**src/kpb_pkg.sv**
```systemverilog
// ----------------------------------------------------------------------------
// kpb_pkg
// shared types, codes and constants of the keypad to pointer bridge
// ----------------------------------------------------------------------------
`default_nettype none

package kpb_pkg;

	// field widths fixed by the item format
	localparam int CODE_W   = 10;
	localparam int VALUE_W  = 12;
	localparam int POS_W    = 11;
	localparam int MOTION_W = 5;
	localparam int MS_W     = 10;
	localparam int SIZE_W   = 12;
	localparam int MU_W     = 4;

	// codes above this are dropped
	localparam logic [CODE_W-1:0] KEY_CODE_MAX = 10'd767;

	// key codes
	localparam logic [CODE_W-1:0] CODE_CENTER     = 10'd28;
	localparam logic [CODE_W-1:0] CODE_LEFT       = 10'd105;
	localparam logic [CODE_W-1:0] CODE_RIGHT      = 10'd106;
	localparam logic [CODE_W-1:0] CODE_UP         = 10'd103;
	localparam logic [CODE_W-1:0] CODE_DOWN       = 10'd108;
	localparam logic [CODE_W-1:0] CODE_LEFT_UP    = 10'd744;
	localparam logic [CODE_W-1:0] CODE_LEFT_DOWN  = 10'd745;
	localparam logic [CODE_W-1:0] CODE_RIGHT_UP   = 10'd742;
	localparam logic [CODE_W-1:0] CODE_RIGHT_DOWN = 10'd743;

	// held direction bit positions
	localparam logic [2:0] DIR_LEFT       = 3'd0;
	localparam logic [2:0] DIR_RIGHT      = 3'd1;
	localparam logic [2:0] DIR_UP         = 3'd2;
	localparam logic [2:0] DIR_DOWN       = 3'd3;
	localparam logic [2:0] DIR_LEFT_UP    = 3'd4;
	localparam logic [2:0] DIR_LEFT_DOWN  = 3'd5;
	localparam logic [2:0] DIR_RIGHT_UP   = 3'd6;
	localparam logic [2:0] DIR_RIGHT_DOWN = 3'd7;

	// result kinds
	localparam logic [2:0] KIND_KEY     = 3'd0;
	localparam logic [2:0] KIND_RELX    = 3'd1;
	localparam logic [2:0] KIND_RELY    = 3'd2;
	localparam logic [2:0] KIND_ABSX    = 3'd3;
	localparam logic [2:0] KIND_ABSY    = 3'd4;
	localparam logic [2:0] KIND_CONTACT = 3'd5;
	localparam logic [2:0] KIND_SYNC    = 3'd6;

	// input item kinds
	localparam logic ITEM_KEY  = 1'b0;
	localparam logic ITEM_TICK = 1'b1;

	// register indexes
	localparam logic [2:0] REG_MOVE_UNITS     = 3'd0;
	localparam logic [2:0] REG_DISPLAY_WIDTH  = 3'd1;
	localparam logic [2:0] REG_DISPLAY_HEIGHT = 3'd2;
	localparam logic [2:0] REG_INITIAL_REPEAT = 3'd3;
	localparam logic [2:0] REG_REPEAT         = 3'd4;

	// reset values
	localparam logic [MU_W-1:0]   MOVE_UNITS_RST     = 4'd4;
	localparam logic [SIZE_W-1:0] DISPLAY_WIDTH_RST  = 12'd480;
	localparam logic [SIZE_W-1:0] DISPLAY_HEIGHT_RST = 12'd854;
	localparam logic [MS_W-1:0]   INITIAL_REPEAT_RST = 10'd50;
	localparam logic [MS_W-1:0]   REPEAT_RST         = 10'd20;
	localparam logic [POS_W-1:0]  CURSOR_X_RST       = 11'd240;
	localparam logic [POS_W-1:0]  CURSOR_Y_RST       = 11'd427;

	// back end sequencing
	localparam int MAX_RESULTS = 5;
	localparam int STEP_W      = 3;

	// queue between front and back
	localparam int QUEUE_DEPTH_DEF = 4;

	typedef struct packed {
		logic [MU_W-1:0]   step_units;
		logic [SIZE_W-1:0] scr_width;
		logic [SIZE_W-1:0] scr_height;
		logic [MS_W-1:0]   first_delay;
		logic [MS_W-1:0]   repeat_period;
	} cfg_t;

	typedef enum logic [1:0] {
		JOB_MOTION,
		JOB_TOUCH_DOWN,
		JOB_TOUCH_UP,
		JOB_KEY
	} job_kind_t;

	typedef struct packed {
		job_kind_t                   kind;
		logic signed [MOTION_W-1:0]  dx;
		logic signed [MOTION_W-1:0]  dy;
		logic [POS_W-1:0]            abs_x;
		logic [POS_W-1:0]            abs_y;
		logic [CODE_W-1:0]           code;
		logic [1:0]                  val;
	} job_t;

	typedef struct packed {
		logic full;
		logic empty;
	} q_status_t;

endpackage

`default_nettype wire

```
**src/kpb_front.sv**
```systemverilog
// ----------------------------------------------------------------------------
// kpb_front
// classifies items, keeps pointer state and issues jobs to the queue
// ----------------------------------------------------------------------------
`default_nettype none

module kpb_front import kpb_pkg::*; (
	input  wire logic              clk,
	input  wire logic              arst_n,
	input  wire cfg_t              cfg,
	input  wire logic              accept,
	input  wire logic              kind,
	input  wire logic [CODE_W-1:0] key_code,
	input  wire logic [1:0]        key_value,
	output logic                   push,
	output job_t                   job
);

	logic [7:0]       held_q;
	logic             center_q;
	logic [POS_W-1:0] cur_x_q;
	logic [POS_W-1:0] cur_y_q;
	logic [MS_W-1:0]  cnt_q;
	logic             armed_q;

	logic [7:0]       held_n;
	logic             center_n;
	logic [POS_W-1:0] cur_x_n;
	logic [POS_W-1:0] cur_y_n;
	logic [MS_W-1:0]  cnt_n;
	logic             armed_n;

	logic                       down;
	logic                       code_ok;
	logic                       dir_hit;
	logic [2:0]                 dir_idx;
	logic [1:0]                 x_pos, x_neg, y_pos, y_neg;
	logic signed [1:0]          sx, sy;
	logic signed [MOTION_W-1:0] dx, dy;
	logic [6:0]                 five_mu;
	logic [5:0]                 step_mag;
	logic signed [POS_W+1:0]    new_x, new_y;
	logic [POS_W-1:0]           lim_x, lim_y;
	logic [POS_W-1:0]           clamp_x, clamp_y;
	logic [MS_W-1:0]            cnt_dec;
	logic                       motion_nz;
	logic                       do_motion;

	function automatic logic [POS_W-1:0] limit_of(input logic [SIZE_W-1:0] size);
		logic [SIZE_W-1:0] m1;
		m1 = size - 12'd1;
		if (size == '0)
			return '0;
		else if (size > 12'd2048)
			return {POS_W{1'b1}};
		else
			return m1[POS_W-1:0];
	endfunction

	function automatic logic [POS_W-1:0] clamp_to(input logic signed [POS_W+1:0] v,
			input logic [POS_W-1:0] hi);
		if (v < 0)
			return '0;
		else if (v > $signed({2'b00, hi}))
			return hi;
		else
			return v[POS_W-1:0];
	endfunction

	always_comb begin
		down    = key_value != 2'd0;
		code_ok = key_code <= KEY_CODE_MAX;

		dir_hit = 1'b1;
		unique case (key_code)
			CODE_LEFT:       dir_idx = DIR_LEFT;
			CODE_RIGHT:      dir_idx = DIR_RIGHT;
			CODE_UP:         dir_idx = DIR_UP;
			CODE_DOWN:       dir_idx = DIR_DOWN;
			CODE_LEFT_UP:    dir_idx = DIR_LEFT_UP;
			CODE_LEFT_DOWN:  dir_idx = DIR_LEFT_DOWN;
			CODE_RIGHT_UP:   dir_idx = DIR_RIGHT_UP;
			CODE_RIGHT_DOWN: dir_idx = DIR_RIGHT_DOWN;
			default: begin
				dir_hit = 1'b0;
				dir_idx = DIR_LEFT;
			end
		endcase

		held_n = held_q;
		if (kind == ITEM_KEY && code_ok && dir_hit)
			held_n[dir_idx] = down;

		// net held direction per axis, as a sign
		x_pos = 2'(held_n[DIR_RIGHT]) + 2'(held_n[DIR_RIGHT_UP]) + 2'(held_n[DIR_RIGHT_DOWN]);
		x_neg = 2'(held_n[DIR_LEFT]) + 2'(held_n[DIR_LEFT_UP]) + 2'(held_n[DIR_LEFT_DOWN]);
		y_pos = 2'(held_n[DIR_DOWN]) + 2'(held_n[DIR_LEFT_DOWN]) + 2'(held_n[DIR_RIGHT_DOWN]);
		y_neg = 2'(held_n[DIR_UP]) + 2'(held_n[DIR_LEFT_UP]) + 2'(held_n[DIR_RIGHT_UP]);
		sx = (x_pos > x_neg) ? 2'sd1 : ((x_pos < x_neg) ? -2'sd1 : 2'sd0);
		sy = (y_pos > y_neg) ? 2'sd1 : ((y_pos < y_neg) ? -2'sd1 : 2'sd0);

		dx = (sx > 0) ? $signed({1'b0, cfg.step_units})
			: ((sx < 0) ? -$signed({1'b0, cfg.step_units}) : '0);
		dy = (sy > 0) ? $signed({1'b0, cfg.step_units})
			: ((sy < 0) ? -$signed({1'b0, cfg.step_units}) : '0);
		motion_nz = (dx != '0) || (dy != '0);

		// cursor step is five halves of the motion, truncated toward zero
		five_mu  = {1'b0, cfg.step_units, 2'b00} + {3'b000, cfg.step_units};
		step_mag = five_mu[6:1];
		new_x = $signed({2'b00, cur_x_q});
		new_y = $signed({2'b00, cur_y_q});
		if (sx > 0)
			new_x = new_x + $signed({7'd0, step_mag});
		else if (sx < 0)
			new_x = new_x - $signed({7'd0, step_mag});
		if (sy > 0)
			new_y = new_y + $signed({7'd0, step_mag});
		else if (sy < 0)
			new_y = new_y - $signed({7'd0, step_mag});
		lim_x   = limit_of(cfg.scr_width);
		lim_y   = limit_of(cfg.scr_height);
		clamp_x = clamp_to(new_x, lim_x);
		clamp_y = clamp_to(new_y, lim_y);

		cnt_dec = (cnt_q != '0) ? cnt_q - 10'd1 : '0;

		center_n  = center_q;
		cnt_n     = cnt_q;
		armed_n   = armed_q;
		do_motion = 1'b0;

		push      = 1'b0;
		job.kind  = JOB_MOTION;
		job.dx    = dx;
		job.dy    = dy;
		job.abs_x = cur_x_q;
		job.abs_y = cur_y_q;
		job.code  = key_code;
		job.val   = key_value;

		if (kind == ITEM_TICK) begin
			if (armed_q) begin
				cnt_n = cnt_dec;
				if (cnt_dec == '0 && motion_nz) begin
					do_motion = 1'b1;
					cnt_n     = cfg.repeat_period;
				end
			end
		end else if (code_ok) begin
			if (dir_hit) begin
				if (down && !held_q[dir_idx]) begin
					do_motion = motion_nz;
					armed_n   = 1'b1;
					cnt_n     = cfg.first_delay;
				end else if (sx == 0 && sy == 0) begin
					armed_n = 1'b0;
					cnt_n   = '0;
				end
			end else if (key_code == CODE_CENTER) begin
				if (down && !center_q) begin
					push     = 1'b1;
					job.kind = JOB_TOUCH_DOWN;
				end else if (!down && center_q) begin
					push     = 1'b1;
					job.kind = JOB_TOUCH_UP;
				end
				center_n = down;
			end else begin
				push     = 1'b1;
				job.kind = JOB_KEY;
			end
		end

		cur_x_n = cur_x_q;
		cur_y_n = cur_y_q;
		if (do_motion) begin
			push    = 1'b1;
			cur_x_n = clamp_x;
			cur_y_n = clamp_y;
		end

		push = push && accept;
	end

	always_ff @(posedge clk or negedge arst_n) begin
		if (!arst_n) begin
			held_q   <= '0;
			center_q <= 1'b0;
			cur_x_q  <= CURSOR_X_RST;
			cur_y_q  <= CURSOR_Y_RST;
			cnt_q    <= '0;
			armed_q  <= 1'b0;
		end else if (accept) begin
			held_q   <= held_n;
			center_q <= center_n;
			cur_x_q  <= cur_x_n;
			cur_y_q  <= cur_y_n;
			cnt_q    <= cnt_n;
			armed_q  <= armed_n;
		end
	end

endmodule

`default_nettype wire

```
**src/kpb_queue.sv**
```systemverilog
// ----------------------------------------------------------------------------
// kpb_queue
// short job queue between the front and back ends
// ----------------------------------------------------------------------------
`default_nettype none

module kpb_queue import kpb_pkg::*; #(
	parameter int DEPTH = QUEUE_DEPTH_DEF
) (
	input  wire logic clk,
	input  wire logic arst_n,
	input  wire logic push,
	input  wire job_t wr_job,
	input  wire logic pop,
	output job_t      rd_job,
	output q_status_t status
);

	localparam int PTR_W = (DEPTH > 1) ? $clog2(DEPTH) : 1;
	localparam int CNT_W = $clog2(DEPTH + 1);
	localparam logic [PTR_W-1:0] LAST_PTR = PTR_W'(DEPTH - 1);
	localparam logic [CNT_W-1:0] FULL_CNT = CNT_W'(DEPTH);

	job_t             mem_q [DEPTH];
	logic [PTR_W-1:0] wr_ptr_q;
	logic [PTR_W-1:0] rd_ptr_q;
	logic [CNT_W-1:0] count_q;

	assign rd_job       = mem_q[rd_ptr_q];
	assign status.full  = count_q == FULL_CNT;
	assign status.empty = count_q == '0;

	always_ff @(posedge clk) begin
		if (push)
			mem_q[wr_ptr_q] <= wr_job;
	end

	always_ff @(posedge clk or negedge arst_n) begin
		if (!arst_n) begin
			wr_ptr_q <= '0;
			rd_ptr_q <= '0;
			count_q  <= '0;
		end else begin
			if (push)
				wr_ptr_q <= (wr_ptr_q == LAST_PTR) ? '0 : wr_ptr_q + 1'b1;
			if (pop)
				rd_ptr_q <= (rd_ptr_q == LAST_PTR) ? '0 : rd_ptr_q + 1'b1;
			if (push && !pop)
				count_q <= count_q + 1'b1;
			else if (pop && !push)
				count_q <= count_q - 1'b1;
		end
	end

endmodule

`default_nettype wire

```
**src/kpb_back.sv**
```systemverilog
// ----------------------------------------------------------------------------
// kpb_back
// expands each job into its result events, one per cycle while result_stall is low
// ----------------------------------------------------------------------------
`default_nettype none

module kpb_back import kpb_pkg::*; (
	input  wire logic               clk,
	input  wire logic               arst_n,
	input  wire job_t               job,
	input  wire q_status_t          q_status,
	output logic                    pop,
	output logic                    result_valid,
	input  wire logic               result_stall,
	output logic [2:0]              out_kind,
	output logic [CODE_W-1:0]       out_code,
	output logic signed [VALUE_W-1:0] out_value,
	output logic                    last
);

	logic [STEP_W-1:0]         step_q;
	logic                      valid_q;
	logic [2:0]                kind_q;
	logic [CODE_W-1:0]         code_q;
	logic signed [VALUE_W-1:0] value_q;
	logic                      last_q;

	logic [2:0]                k_arr [MAX_RESULTS];
	logic signed [VALUE_W-1:0] v_arr [MAX_RESULTS];
	logic [STEP_W-1:0]         n_res;
	logic                      load;
	logic                      is_last;
	logic signed [VALUE_W-1:0] dx_ext, dy_ext, ax_ext, ay_ext;

	always_comb begin
		dx_ext = VALUE_W'(job.dx);
		dy_ext = VALUE_W'(job.dy);
		ax_ext = $signed({1'b0, job.abs_x});
		ay_ext = $signed({1'b0, job.abs_y});
		for (int i = 0; i < MAX_RESULTS; i++) begin
			k_arr[i] = KIND_SYNC;
			v_arr[i] = '0;
		end
		unique case (job.kind)
			JOB_MOTION: begin
				if (job.dx != '0 && job.dy != '0) begin
					k_arr[0] = KIND_RELX;
					v_arr[0] = dx_ext;
					k_arr[1] = KIND_RELY;
					v_arr[1] = dy_ext;
					n_res    = 3'd3;
				end else if (job.dx != '0) begin
					k_arr[0] = KIND_RELX;
					v_arr[0] = dx_ext;
					n_res    = 3'd2;
				end else begin
					k_arr[0] = KIND_RELY;
					v_arr[0] = dy_ext;
					n_res    = 3'd2;
				end
			end
			JOB_TOUCH_DOWN: begin
				k_arr[0] = KIND_ABSX;
				v_arr[0] = ax_ext;
				k_arr[1] = KIND_ABSY;
				v_arr[1] = ay_ext;
				k_arr[2] = KIND_CONTACT;
				v_arr[2] = 12'sd1;
				n_res    = 3'd4;
			end
			JOB_TOUCH_UP: begin
				k_arr[0] = KIND_ABSX;
				v_arr[0] = ax_ext;
				k_arr[1] = KIND_ABSY;
				v_arr[1] = ay_ext;
				k_arr[3] = KIND_CONTACT;
				n_res    = 3'd5;
			end
			JOB_KEY: begin
				k_arr[0] = KIND_KEY;
				v_arr[0] = $signed({10'd0, job.val});
				n_res    = 3'd2;
			end
			default: n_res = 3'd1;
		endcase

		load    = !q_status.empty && (!valid_q || !result_stall);
		is_last = step_q == n_res - 3'd1;
		pop     = load && is_last;
	end

	always_ff @(posedge clk or negedge arst_n) begin
		if (!arst_n) begin
			valid_q <= 1'b0;
			step_q  <= '0;
		end else begin
			if (load) begin
				valid_q <= 1'b1;
				step_q  <= is_last ? '0 : step_q + 3'd1;
			end else if (!result_stall) begin
				valid_q <= 1'b0;
			end
		end
	end

	always_ff @(posedge clk) begin
		if (load) begin
			kind_q  <= k_arr[step_q];
			value_q <= v_arr[step_q];
			code_q  <= (job.kind == JOB_KEY && step_q == '0) ? job.code : '0;
			last_q  <= is_last;
		end
	end

	assign result_valid = valid_q;
	assign out_kind     = kind_q;
	assign out_code     = code_q;
	assign out_value    = value_q;
	assign last         = last_q;

endmodule

`default_nettype wire

```
**src/keypad_to_pointer_bridge_core.sv**
```systemverilog
// ----------------------------------------------------------------------------
// keypad_to_pointer_bridge_core
// keypad events and millisecond ticks in, pointer and key events out
// ----------------------------------------------------------------------------
// the front end takes one request per cycle while the job queue has room,
// updates the held directions, centre flag, cursor and repeat countdown in
// that same cycle and queues at most one job per request. the back end
// expands a job into its result events at one per cycle through an output
// register while result_stall is low. a request yields no results for silent
// keys and ticks, two for a passed-through key, up to three for motion,
// four for a touch down and five for a touch up. the first result of a
// request passes through the queue and then the output register.
// item_stall rises only when the queue (QUEUE_DEPTH jobs) is full;
// result_stall holds the output register and lets the queue fill behind it.
// ----------------------------------------------------------------------------
`default_nettype none

module keypad_to_pointer_bridge_core import kpb_pkg::*; #(
	parameter int QUEUE_DEPTH = QUEUE_DEPTH_DEF
) (
	input  wire logic                  clk,
	input  wire logic                  arst_n,
	// register port
	input  wire logic                  psel,
	input  wire logic                  penable,
	input  wire logic                  pwrite,
	input  wire logic [4:0]            paddr,
	input  wire logic [31:0]           pwdata,
	output logic [31:0]                prdata,
	output logic                       pready,
	// request channel
	input  wire logic                  item_valid,
	output logic                       item_stall,
	input  wire logic                  kind,
	input  wire logic [CODE_W-1:0]     key_code,
	input  wire logic [1:0]            key_value,
	// result channel
	output logic                       result_valid,
	input  wire logic                  result_stall,
	output logic [2:0]                 out_kind,
	output logic [CODE_W-1:0]          out_code,
	output logic signed [VALUE_W-1:0]  out_value,
	output logic                       last
);

	cfg_t       cfg_q;
	logic       reg_wr;
	logic [2:0] reg_idx;
	logic       accept;
	logic       push;
	logic       pop;
	job_t       wr_job;
	job_t       rd_job;
	q_status_t  q_status;

	// register access, always ready
	assign pready  = 1'b1;
	assign reg_idx = paddr[4:2];
	assign reg_wr  = psel && penable && pwrite;

	always_ff @(posedge clk or negedge arst_n) begin
		if (!arst_n) begin
			cfg_q.step_units    <= MOVE_UNITS_RST;
			cfg_q.scr_width     <= DISPLAY_WIDTH_RST;
			cfg_q.scr_height    <= DISPLAY_HEIGHT_RST;
			cfg_q.first_delay   <= INITIAL_REPEAT_RST;
			cfg_q.repeat_period <= REPEAT_RST;
		end else if (reg_wr) begin
			unique case (reg_idx)
				REG_MOVE_UNITS:     cfg_q.step_units    <= pwdata[MU_W-1:0];
				REG_DISPLAY_WIDTH:  cfg_q.scr_width     <= pwdata[SIZE_W-1:0];
				REG_DISPLAY_HEIGHT: cfg_q.scr_height    <= pwdata[SIZE_W-1:0];
				REG_INITIAL_REPEAT: cfg_q.first_delay   <= pwdata[MS_W-1:0];
				REG_REPEAT:         cfg_q.repeat_period <= pwdata[MS_W-1:0];
				default: ;
			endcase
		end
	end

	always_comb begin
		unique case (reg_idx)
			REG_MOVE_UNITS:     prdata = {28'd0, cfg_q.step_units};
			REG_DISPLAY_WIDTH:  prdata = {20'd0, cfg_q.scr_width};
			REG_DISPLAY_HEIGHT: prdata = {20'd0, cfg_q.scr_height};
			REG_INITIAL_REPEAT: prdata = {22'd0, cfg_q.first_delay};
			REG_REPEAT:         prdata = {22'd0, cfg_q.repeat_period};
			default:            prdata = '0;
		endcase
	end

	// front end: stalls only on a full queue
	assign item_stall = q_status.full;
	assign accept     = item_valid && !item_stall;

	kpb_front u_front (
		.clk       (clk),
		.arst_n    (arst_n),
		.cfg       (cfg_q),
		.accept    (accept),
		.kind      (kind),
		.key_code  (key_code),
		.key_value (key_value),
		.push      (push),
		.job       (wr_job)
	);

	kpb_queue #(
		.DEPTH (QUEUE_DEPTH)
	) u_queue (
		.clk    (clk),
		.arst_n (arst_n),
		.push   (push),
		.wr_job (wr_job),
		.pop    (pop),
		.rd_job (rd_job),
		.status (q_status)
	);

	// back end: one result per cycle into the output register while result_stall is low
	kpb_back u_back (
		.clk          (clk),
		.arst_n       (arst_n),
		.job          (rd_job),
		.q_status     (q_status),
		.pop          (pop),
		.result_valid (result_valid),
		.result_stall (result_stall),
		.out_kind     (out_kind),
		.out_code     (out_code),
		.out_value    (out_value),
		.last         (last)
	);

endmodule

`default_nettype wire
```
**config.mk**
```make
export PLATFORM = sky130hd
export DESIGN_NAME = keypad_to_pointer_bridge_core
export DESIGN_NICKNAME = d
export VERILOG_FILES = /design/src/kpb_pkg.sv /design/src/kpb_front.sv /design/src/kpb_queue.sv /design/src/kpb_back.sv /design/src/keypad_to_pointer_bridge_core.sv
export SDC_FILE = /design/constraint.sdc
export NUM_CORES = 1
export LEC_CHECK = 0
export BUFFER_PORTS_ARGS = -buffer_cell sky130_fd_sc_hd__buf_2
export CAP_MARGIN = 5
export CORE_UTILIZATION = 32
export CTS_CLUSTER_DIAMETER = 200
export DETAILED_ROUTE_END_ITERATION = 8
export PLACE_DENSITY = 0.57
export REMOVE_ABC_BUFFERS = 1
export SYNTH_ARGS = -nofsm -noshare
export SYNTH_HDL_FRONTEND = slang
export SYNTH_HIERARCHICAL = 1
export SYNTH_SLANG_ARGS = --single-unit
```
**constraint.sdc**
```tcl
create_clock -name clk -period 9.2 [get_ports clk]
set_input_delay 1.38 -clock clk [delete_from_list [all_inputs] [get_ports clk]]
set_output_delay 1.38 -clock clk [all_outputs]
set_load 0.005 [all_outputs]
```
# --- Word-level counts from Yosys, hierarchy flattened ---
# Memories as Yosys holds them, arrays and structs flattened.
# Index checks and enable logic that the tools add are counted.
classes:
  n_addsub: 23
  magnitude_cmp: 18
  eq_ne: 22
  muxes: 88
  n_bitwise: 3
  reduce_logical: 60
ops:
  columns: ["op", "n"]
  rows:
  - ["$mux 11", 8]
  - ["$mux 10", 8]
  - ["$logic_not 32->1", 2]
  - ["$mux 12", 5]
  - ["$pmux 12 s5", 1]
  - ["$mux 13", 4]
  - ["$eq 10x10->1 const B", 4]
  - ["$eq 10x7->1 const B", 4]
  - ["$bmux 12 s3", 1]
  - ["$pmux 12 s3", 1]
  - ["$mux 2", 15]
  - ["$gt 13x12->1", 2]
  - ["$lt 13x1->1 const B", 2]
  - ["$add 11x6->12", 2]
  - ["$gt 12x12->1 const B", 2]
  - ["$logic_not 12->1", 2]
  - ["$mux 1", 24]
  - ["$pmux 12 s2", 1]
  - ["$sub 11x6->12", 2]
  - ["$sub 11x1->11 const B", 2]
  - ["$mux 3", 7]
  - ["$pmux 3 s7", 1]
  - ["$mux 5", 4]
  - ["$reduce_bool 5->1", 4]
  - ["other kinds (47)", 106]
word_totals:
  register_bits: 127
  ram_bits: 184
  inputBits: 57
  output_inout_bits: 61
  word_cells: 235
  n_memories: 1
memory_table:
  columns: ["name", "words", "word_bits", "rd", "rd_ports_with_merged_regs", "write_ports", "line", "rtl"]
  rows:
  - ["u_queue.mem_q", 4, 46, 1, 0, 1, "kpb_queue.sv:24", "job_t mem_q [DEPTH];"]

# --- Depth between registers and ports, before layout ---
# Gate-level depths: netlist of run 1.
logic_depth:
  word_depth: 28
  mapped_depth: 28
  depth_no_buf: 25

# --- Cells and area by module ---
# Netlist of run 1, hierarchy kept.
modules_own_cells:
  columns: ["mod", "instances", "cells_each", "area_each_um2"]
  rows:
  - ["kpb_queue", 1, 277, 7045.5]
  - ["kpb_front", 1, 762, 5930.7]
  - ["keypad_to_pointer_bridge_core", 1, 187, 2446.1]
  - ["kpb_back", 1, 161, 1736.7]

# --- Worst setup path after synthesis of run 1 ---
# OpenSTA, ideal clock, no wires.
synth_timing:
  path_kind: "in2reg"
  from: "input key_code[7]"
  to: "memory u_queue/mem_q[0][0] in the netlist's numbering, enable pin"
  arrival_time_ns: 6.740
  required_time_ns: 8.792
  setup_slack_ns: 2.052
  stages: 20
  path_buffers: 2
  cell_sequence: "or2_2 -> or4_4 -> o21a_4 -> nor2b_1 -> nand2_1 -> mux2i_1 -> fa_1 -> inv_1 -> ha_1 -> nor2b_1 -> or4b_2 -> o211ai_1 -> nor3_1 -> nand3_1 -> and3_1 -> buf_6 -> nor2_4 -> buf_6 -> o21ai_0 -> and2_1"
synth_rtl:
  columns: ["element", "line", "rtl"]
  rows:
  - ["from (decl)", "keypad_to_pointer_bridge_core.sv:35", "input wire logic [CODE_W-1:0] key_code,"]
  - ["to (decl)", "kpb_queue.sv:24", null]

==> reports/qor.txt, run 1 <==
placed inst area = 18,000 sq um
wire per inst = 18.7 um
Mapped Area = 17,200 sq um
H-tree depth = 2
CTS sink count = 311
Die Ht = 234 um
diode count = 0
Final Instance Area = 19,200 sq um
# setup viols final = 0
cts hold-fix bufs = 0
Setup Fix Bufs, Post-CTS = 0
R2R setup slack = 3.49 ns
DIE WIDTH = 234 um
Hold Path End = u_queue/count_q[2]
1st-pass router iterations = 9
IO Port Bufs = 74
Residual DRC = 8
initial antenna violation count = 0
Row Count = 84
maxcap violations = 0
Worst Skew = 0.0169 ns
Root Driver = clkbuf_16
crit path max fanout = 28
final net count = 1,576
num ports = 118
Starting Density = 32.5%
first-pass GRT wire length = 63,300 um
Final Max Slew Viols = 0
synth unique cells = 100
reg2reg start = cfg_q[45]
area delta synth->final = 11.7%
Clock Latency Late Sink = 0.53 ns
VDD IR max = 127 uV
number of global-route vias before repair = 11,200
Critical Path RT = 9.42 ns
Tcrit/Tclk final = 85.0%
f_max = 0.128 GHz
EDFF count, synth = 210
CTS max path bufs = 3
DRT Wirelength = 40,200 um
post-layout minimum cycle time = 7.82 ns
total track usage = 14.9%
static leakage = 7.27 nW
failing checks = DRC
cts bufs inserted = 34
critical path class = input pin to flop
prevailing post-synth register cell = edfxtp_1
HP Start = u_queue/count_q[2]
Filler Cell Count = 5,153
synth warn = 6
Tightest Pin Transition = 1.19 ns
worst reg-to-reg path cell count = 17
final hold vios = 0
number of synthesized register bits = 311
P per Cell Area = 249 nW/um^2
layout cell share with drive strength beyond 1 = 21.2%
worst hold stages = 1
post-cts gate resize count = 0
critical path launch point type = input pin
Seq/Total Area, Yosys = 51.7%
r2r endpoint = u_front/cur_x_q[2]
die footprint = 54,600 sq um
status = finished with violations
Post-DRT Antenna Nets = 0
vias per cell = 5.26
GR Overflow Total = 0
worst path arrival time = 8.04 ns
Post-Synthesis Cells = 1,387
setup TNS = 0 ns
Iteration-0 DRC Markers = 843
worst hold-check path type = flop to flop
Reg clk slew, reported paths = 0.06 ns
area of the multi-input gates = 7550 sq um
total area of sequential cells = 8870 sq um
Placeable Area = 52,800 sq um
RSZ-0062 raised after global routing = no
DP HPWL = 28,000 um
syn avg cell area = 12.4 sq um
Routability Congestion = 0.854
CTS tree = done
largest net degree at the start of global routing = 61
Post-synth ARST share = 32.5%
total number of vias = 11,300
max_slew headroom = 20.7%
Worst setup EP type = flop
flip-flops by register name, indices dropped and copies added, names as in the netlist, 2 cells and up:
register / cells
u_queue/wr_ptr_q: 2
u_queue/count_q: 3
u_front/held_q: 8
u_front/cur_x_q: 11
u_queue/mem_q: 184
u_front/cnt_q: 10
u_back/out_code: 10
cfg_q: 48
u_back/out_value: 12
u_back/out_kind: 3
u_front/cur_y_q: 11
u_back/step_q: 3
u_queue/rd_ptr_q: 2
worst max-delay path by stage:
stage / startpoint / to / slack [ns]
floorplan: key_code[7] / u_front/cur_x_q[9] / 1.91
global placement: key_code[1] / u_front/cur_y_q[2] / 1.09
detailed placement: key_code[1] / u_queue/mem_q[3][22] / 0.94
CTS: key_code[1] / u_queue/mem_q[3][19] / 1.50
global route: key_code[1] / u_queue/mem_q[3][18] / 0.82
finish: key_code[1] / u_queue/mem_q[3][18] / 1.38
metal layers:
metal	GRT usage, %	up-vias	share of wire (%)
met5	0	-	0
met4	3.90	0	1.8
met3	2.29	51	4.8
met2	24.4	279	47
met1	20.3	5643	47
li1	-	5348	-
logic make-up after synthesis:
family                   after synthesis  share of synthesized area [%]
flip-flops                           311                           51.7
multiplexers                         121                           10.8
AND/OR/NAND/NOR                      364                           11.5
buffers and inverters                157                           4.81
XOR/XNOR                              38                           1.94
other                                  2                         0.0438
adder cells (fa/ha/maj)               82                           6.40
AO/OA/AOI/OAI                        312                           12.8
worst max-delay path, stage by stage:
cell	delay [ns]
buf_2	0.16
nor3b_1	0.54
o21a_1	0.19
o21ai_0	0.13
a21oi_1	0.48
nor2b_1	0.40
nand2_1	0.11
mux2i_1	0.21
fa_1	0.43
ha_1	0.36
nor2b_1	0.28
nor2_1	0.19
a221oi_1	0.86
nor2_1	0.11
nand3_1	0.29
and3_1	0.42
nor2_4	0.09
o21ai_0	0.39
and2_2	0.69
buf_12	0.29
metrics by stage:
stage | util, % | hold WS, ns | cells | setup slack, ns | total power (W)
2_1_floorplan | - | 0.456 | 1318 | 1.91 | 0.00297
5_1_grt | 36.3 | 0.515 | 2152 | 0.821 | 0.00506
6_report | 36.3 | 0.488 | 2152 | 1.38 | 0.00478
4_1_cts | 36.3 | 0.493 | 2152 | 1.50 | 0.00482
3_5_place_dp | 34.2 | 0.484 | 2090 | 0.943 | 0.00342
3_3_place_gp | 34.2 | 0.475 | 2090 | 1.09 | 0.00339
synth_stat cells (all sizes together) (8+ instances only):
| cell | n | area, sq um |
|---|---|---|
| a22o | 9 | 78.8 |
| o21ai | 51 | 263 |
| a21oi | 61 | 313 |
| nor2b | 23 | 144 |
| and2 | 23 | 144 |
| inv | 69 | 259 |
| or2 | 11 | 68.8 |
| ha | 71 | 888 |
| o22ai | 16 | 100 |
| xor2 | 16 | 140 |
| dfrtp | 75 | 1880 |
| nand2 | 87 | 327 |
| nand3 | 17 | 90.1 |
| nor2 | 86 | 338 |
| a222oi | 8 | 80.1 |
| mux4 | 46 | 1040 |
| xnor2 | 22 | 193 |
| nor3 | 30 | 161 |
| o21a | 15 | 120 |
| nor3b | 9 | 82.6 |
| o2bb2ai | 11 | 96.3 |
| o221ai | 8 | 70.1 |
| and3 | 11 | 68.8 |
| a31oi | 12 | 75.1 |
| mux2i | 18 | 180 |
| mux2 | 57 | 642 |
| clkbuf | 22 | 82.6 |
| a22oi | 24 | 180 |
| or3 | 10 | 67.6 |
| edfxtp | 210 | 6310 |
| dfstp | 26 | 683 |
| a21o | 14 | 106 |
| fa | 10 | 200 |
| a211oi | 10 | 75.1 |
| buf | 66 | 483 |
| o31ai | 14 | 105 |
| nand4 | 9 | 56.3 |
| nand2b | 11 | 68.8 |
power by group:
part           internal, W  total (W)  leakage (nW)  switching (W)
Sequential         0.00171    0.00188          3.23       0.000165
Combinational     0.000665    0.00151          3.48       0.000847
Clock             0.000815    0.00139         0.559       0.000570
layout by cell type, fill, tap and decap left out, types with 35 or more instances in the layout:
| master | instances |
|---|---|
| edfxtp_1 | 210 |
| nand2_1 | 87 |
| nor2_1 | 84 |
| dfrtp_1 | 73 |
| buf_2 | 73 |
| ha_1 | 71 |
| inv_1 | 69 |
| a21oi_1 | 59 |
| mux2_2 | 57 |
| o21ai_0 | 47 |
| mux4_2 | 46 |
| clkbuf_16 | 35 |
cell type report:
type	count	share of cell area, %
clock buffer	45	4.94
clock inverter	17	0.966
inverter	69	1.35
multi-input combinational	938	39.4
sequential	311	46.3
tap	688	4.49
timing repair buffer	84	2.60
(Power assumes the default switching activity.)
==> run 2, diff against run 1 <==
CORE_UTILIZATION = 65   (was 32)
PLACE_DENSITY = 0.94   (was 0.57)
==> reports/qor.txt, run 2 (synthesis results as in run 1) <==
status = finished, final reports clean
worst reg-to-reg path cell count = 13 (-4)
RSZ-0062 raised after global routing = no
initial antenna violation count = 0 (unchanged)
H-tree depth = 1 (-1)
Final Util = 71.5% (+35 points)
GR Overflow Total = 0 (unchanged)
cts bufs inserted = 31 (-8.8%)
leading cell types in the layout, fill and taps excluded = 210 x edfxtp_1, 87 x nand2_1, 84 x nor2_1
CTS sink count = 311 (unchanged)
post-layout minimum cycle time = 8.70 ns (+0.876 ns)
IO Port Bufs = 74 (unchanged)
reg2reg start = u_front/held_q[5]
number of flip-flops in the largest register = 184 (unchanged)
Row Count = 59 (-30%)
post-cts gate resize count = 0 (unchanged)
most common cell after layout, fill and taps aside = edfxtp_1
Tightest Pin Transition = 1.23 ns (+0.0436 ns)
total number of vias = 12,400 (+9.3%)
largest net degree at the start of global routing = 66 (+8.2%)
vias per cell = 6.89 (+31%)
1st-pass router iterations = 8 (-1)
diode count = 0 (unchanged)
DRT Wirelength = 42,100 um (+4.7%)
f_max = 0.115 GHz (-10%)
CP startpoint = key_code[1]
DIE WIDTH = 164 um (-30%)
Reg clk slew, reported paths = 0.06 ns (about the same)
Root Driver = clkbuf_16
total track usage = 32.4% (+18 points)
Filler Cell Count = 1,577 (-69%)
Critical Path RT = 9.46 ns (+0.04 ns)
CTS tree = done
Clock Latency Late Sink = 0.59 ns (+0.06 ns)
CTS max path bufs = 3 (unchanged)
critical path class = input pin to flop
worst hold stages = 2 (+1)
final net count = 1,574 (-0.13%)
critical path launch point type = input pin
DP HPWL = 27,900 um (-0.24%)
Pwr Total = 0.00469 W (-1.8%)
Residual DRC = 0 (-8)
number of global-route vias before repair = 12,400 (+10%)
Die Ht = 164 um (-30%)
area delta synth->final = 8.21%
non-filler instance count after layout = 1,796 (-17%)
num ports = 118 (unchanged)
r2r endpoint = u_queue/mem_q[3][10]
Worst Skew = 0.0257 ns (+0.00880 ns)
P per Cell Area = 253 nW/um^2 (+1.4%)
VDD IR max = 392 uV (+210%)
Iteration-0 DRC Markers = 1,502 (+78%)
placed cell count = 1,737 (-17%)
cts hold-fix bufs = 0 (unchanged)
setup TNS = 0 ns (unchanged)
Post-DRT Antenna Nets = 0 (unchanged)
maxcap violations = 0 (unchanged)
first-pass GRT wire length = 67,300 um (+6.3%)
CP endpoint = u_queue/mem_q[3][10]
R2R setup slack = 2.96 ns (-0.53 ns)
layout cell share with drive strength beyond 1 = 20.5% (-0.64 points)
die footprint = 27,100 sq um (-50%)
# setup viols final = 0 (unchanged)
worst path arrival time = 8.96 ns (+0.92 ns)
Placeable Area = 26,000 sq um (-51%)
crit path max fanout = 28 (unchanged)
Final Max Slew Viols = 0 (unchanged)
wire per inst = 23.5 um (+25%)
Setup Fix Bufs, Post-CTS = 0 (unchanged)
Fin Hold WS = 0.506 ns (+0.0184 ns)
max_slew headroom = 17.7% (-2.9 points)
worst hold-check path type = flop to flop
final hold vios = 0 (unchanged)
Routability Congestion = 0.916 (+7.2%)
Top reg by flops = u_queue/mem_q
static leakage = 7.19 nW (-1.2%)
Tcrit/Tclk final = 94.6% (+9.5 points)
Starting Density = 66.0% (+34 points)
Worst setup EP type = flop
[run 2: power by group]
group	internal [W]	total (W)	leakage, nW	switching (W)
clock	0.000698	0.00123	0.468	0.000532
combinational	0.000675	0.00158	3.49	0.000900
sequential	0.00171	0.00189	3.23	0.000172
total	0.00309	0.00469	7.19	0.00160
[run 2: worst min path at each step]
stage                        start  slack (ns)                   to
2_1_floorplan   u_queue/count_q[2]        0.46   u_queue/count_q[2]
3_3_place_gp    u_queue/count_q[2]        0.47   u_queue/count_q[2]
3_5_place_dp   u_back/result_valid        0.49  u_back/result_valid
4_1_cts        u_back/result_valid        0.51  u_back/result_valid
5_1_grt         u_queue/count_q[2]        0.53   u_queue/count_q[2]
6_report       u_back/result_valid        0.51  u_back/result_valid
[run 2: layout make-up]
type	count	area [sq um]	share of cell area, %
clock buffer	51	902	4.86
sequential	311	8870	47.8
clock inverter	7	78.8	0.425
timing repair buffer	85	488	2.63
tap	335	419	2.26
inverter	69	259	1.39
multi-input combinational	938	7550	40.7
[run 2: metal layers]
metal  vias up  track usage [%]  routed length (um)
met4         0             15.6                2110
met3       184             4.65                3560
li1       5331                -                   -
met5         -                0                   0
met2       816             54.0               20600
met1      6047             41.9               15900
[run 2: through the flow]
step           instance area [sq um]  setup WS (ns)
6_report                       18600          0.501
5_1_grt                        18600          0.101
4_1_cts                        18500          0.875
3_5_place_dp                   17600          0.501
3_3_place_gp                   17600           1.23
2_1_floorplan                  16700           1.91
[run 2: critical path, cell delays in order]
cell,delay (ns)
buf_2,0.18
nor3b_1,0.53
o21a_1,0.18
o21ai_0,0.13
a21oi_1,0.44
nor2b_1,0.45
nand2_1,0.13
mux2i_1,0.38
fa_1,0.49
ha_1,0.27
nor2b_1,0.39
nor2_1,0.30
a221oi_1,0.91
nor2_1,0.21
nand3_1,0.33
and3_1,0.43
nor2_4,0.19
o21ai_0,0.48
and2_2,0.81
buf_4,0.35
==> run 3, diff against run 2 <==
ABC_AREA = 1   (was unset)
CTS_BUF_LIST = sky130_fd_sc_hd__clkbuf_4 sky130_fd_sc_hd__clkbuf_8   (was unset)
PLACE_DENSITY = unset   (was 0.94)
PLACE_DENSITY_LB_ADDON = 0.1   (was unset)
==> reports/qor.txt, run 3 <==
status = finished, final reports clean
die footprint = 29,700 sq um (+9.9%)
cts hold-fix bufs = 0 (unchanged)
synth warn = 6 (unchanged)
1st-pass router iterations = 6 (-2)
DP HPWL = 31,700 um (+14%)
CTS tree = done
largest stage delay on the critical path = 0.56 ns (-0.35 ns)
reg2reg start = u_front/held_q[4]
Top reg by flops = u_queue/mem_q
final net count = 2,444 (+55%)
most common cell after layout, fill and taps aside = nand2_1
Post-synth ARST share = 32.5% (unchanged)
wire per inst = 16.4 um (-30%)
synth cell count leaders = 619 x nand2_1, 327 x inv_1, 210 x edfxtp_1, 172 x nand3_1, 142 x nor2_1
non-filler instance count after layout = 2,734 (+52%)
Root Driver = clkbuf_8
Mapped Area = 18,900 sq um (+10%)
diode count = 0 (unchanged)
Synth area leaders = edfxtp_1 33%, nand2_1 12%, dfrtp_1 9.9%, inv_1 6.5%, ha_1 4.7%
Comb power frac = 56.0% (+22 points)
Post-Synthesis Cells = 2,250 (+62%)
initial antenna violation count = 0 (unchanged)
Setup Fix Bufs, Post-CTS = 0 (unchanged)
clock share of power = 16.6% (-9.6 points)
Row Count = 62 (+5.1%)
total track usage = 31.0% (-1.4 points)
DRT Wirelength = 44,800 um (+6.4%)
prevailing post-synth register cell = edfxtp_1
final hold vios = 0 (unchanged)
number of global-route vias before repair = 14,100 (+14%)
Filler Cell Count = 2,262 (+43%)
VDD IR max = 204 uV (-48%)
number of synthesized register bits = 311 (unchanged)
static leakage = 9.67 nW (+35%)
Final Max Slew Viols = 0 (unchanged)
cell taking the most area after synthesis = edfxtp_1
critical path class = input pin to flop
Tcrit/Tclk final = 79.3% (-15 points)
Worst path slowest cell = fa_1
RSZ-0062 raised after global routing = no
setup TNS = 0 ns (unchanged)
Iteration-0 DRC Markers = 990 (-34%)
vias per cell = 5.53 (-20%)
Int Pwr = 0.00394 W (+28%)
post-layout minimum cycle time = 7.30 ns (-1.40 ns)
CTS sink count = 311 (unchanged)
Tightest Pin Transition = 1.15 ns (-0.0843 ns)
Seq pwr share = 27.3% (-13 points)
number of flip-flops in the largest register = 184 (unchanged)
GR Overflow Total = 0 (unchanged)
P per Cell Area = 378 nW/um^2 (+49%)
leading cell types in the layout, fill and taps excluded = 619 x nand2_1, 323 x inv_1, 210 x edfxtp_1
Routability Congestion = 0.948 (+3.6%)
Final Util = 70.7% (-0.76 points)
H-tree depth = 2 (+1)
CP most frequent cell = nand2_1
sw power = 0.00370 W (+130%)
first-pass GRT wire length = 71,500 um (+6.3%)
syn avg cell area = 8.39 sq um (-32%)
Starting Density = 66.0% (about the same)
# setup viols final = 0 (unchanged)
Seq/Total Area, Yosys = 46.9% (-4.7 points)
Post-DRT Antenna Nets = 0 (unchanged)
Reg clk slew, reported paths = 0.06 ns (about the same)
synth unique cells = 47 (-53%)
layout cell share with drive strength beyond 1 = 13.4% (-7.2 points)
Final Instance Area = 20,200 sq um (+9.0%)
post-cts gate resize count = 0 (unchanged)
f_max = 0.137 GHz (+19%)
Clock Latency Late Sink = 0.60 ns (about the same)
IO Port Bufs = 74 (unchanged)
DIE WIDTH = 172 um (+4.9%)
Die Ht = 172 um (+4.9%)
placed inst area = 19,100 sq um (+9.0%)
num ports = 118 (unchanged)
Sw Share = 48.4% (+14 points)
Residual DRC = 0 (unchanged)
Worst Skew = 0.0280 ns (+0.00225 ns)
area delta synth->final = 7.15%
cts bufs inserted = 52 (+68%)
CP startpoint = key_code[7]
worst path arrival time = 7.54 ns (-1.42 ns)
Synth top area share = 33.4% (-3.4 points)
maxcap violations = 0 (unchanged)
CTS max path bufs = 3 (unchanged)
placed cell count = 2,636 (+52%)
critical path launch point type = input pin
most common cell in the synthesized netlist = nand2_1
max_slew headroom = 23.4% (+5.6 points)
largest net degree at the start of global routing = 125 (+89%)
worst hold-check path type = flop to flop
Placeable Area = 28,600 sq um (+10%)
Worst setup EP type = flop
EDFF count, synth = 210 (unchanged)
crit path max fanout = 26 (-7.1%)
Critical Path RT = 9.44 ns (-0.02 ns)
total number of vias = 15,100 (+22%)
HP Start = u_back/result_valid
==> run 3: kinds of logic (layout without fill, tap and decap cells) <==
group	count (synthesis)	after routing	share of synthesized area, %
fa+ha+maj	81	81	5.76
simple gates	1097	1097	25.7
other cells	2	21	0.0398
buf+inv	451	532	11.0
flops	311	311	46.9
xor+xnor	18	18	0.934
compound gates	290	290	9.55
==> run 3: cell type report <==
type                    instances  area [sq um]  area share [%]
multi-input cells            1507          8010            39.6
well taps                     384           480            2.37
clock inverters                32           258            1.27
clock buffers                  66           833            4.12
flip-flops and latches        311          8870            43.8
inverters                     345          1310            6.45
repair buffers                 89           485            2.40
==> run 3: through the flow <==
step / total power [W] / hold WS, ns / worst slack (ns)
2_1_floorplan: 0.00519 / 0.449 / 2.38
3_3_place_gp: 0.00622 / 0.466 / 1.47
3_5_place_dp: 0.00633 / 0.475 / 1.37
4_1_cts: 0.00762 / 0.487 / 2.01
5_1_grt: 0.00837 / 0.504 / 1.40
6_report: 0.00764 / 0.481 / 1.90
==> run 3: path summary, 6_finish.rpt <==
kind,endpoint,slack [ns],depth (start not counted)
worst max-delay path,u_queue/mem_q[1][22],1.90,27
worst min-delay path,u_back/result_valid,0.48,2
worst max register to register,u_queue/mem_q[1][22],3.64,18
worst min register to register,u_back/result_valid,0.48,2
max in group asynchronous,u_front/cnt_q[8],7.10,2
min in group asynchronous,u_queue/count_q[0],0.80,1
==> run 3: critical path: cells and delay by family <==
| kind | cells | cell delay [ns] |
|---|---|---|
| adder cells (fa/ha/maj) | 2 | 0.72 |
| AND/OR/NAND/NOR | 15 | 2.98 |
| AO/OA/AOI/OAI | 3 | 0.85 |
| buffers and inverters | 7 | 1.57 |
==> run 3: per-layer routing <==
metal | vias up | global-route usage (%) | routed length [um]
met2 | 453 | 52.6 | 21700
met4 | 0 | 12.9 | 1620
li1 | 7517 | - | -
met1 | 7056 | 40.1 | 19200
met5 | - | 0 | 0
met3 | 92 | 4.10 | 2310
==> run 3: power groups by stage <==
stage	logic [W]	clock network [W]	registers, W
after floorplan	0.00313	0	0.00206
after global placement	0.00412	0	0.00210
after detailed placement	0.00422	0	0.00211
after CTS	0.00424	0.00129	0.00209
after global routing	0.00489	0.00136	0.00212
final	0.00428	0.00127	0.00209
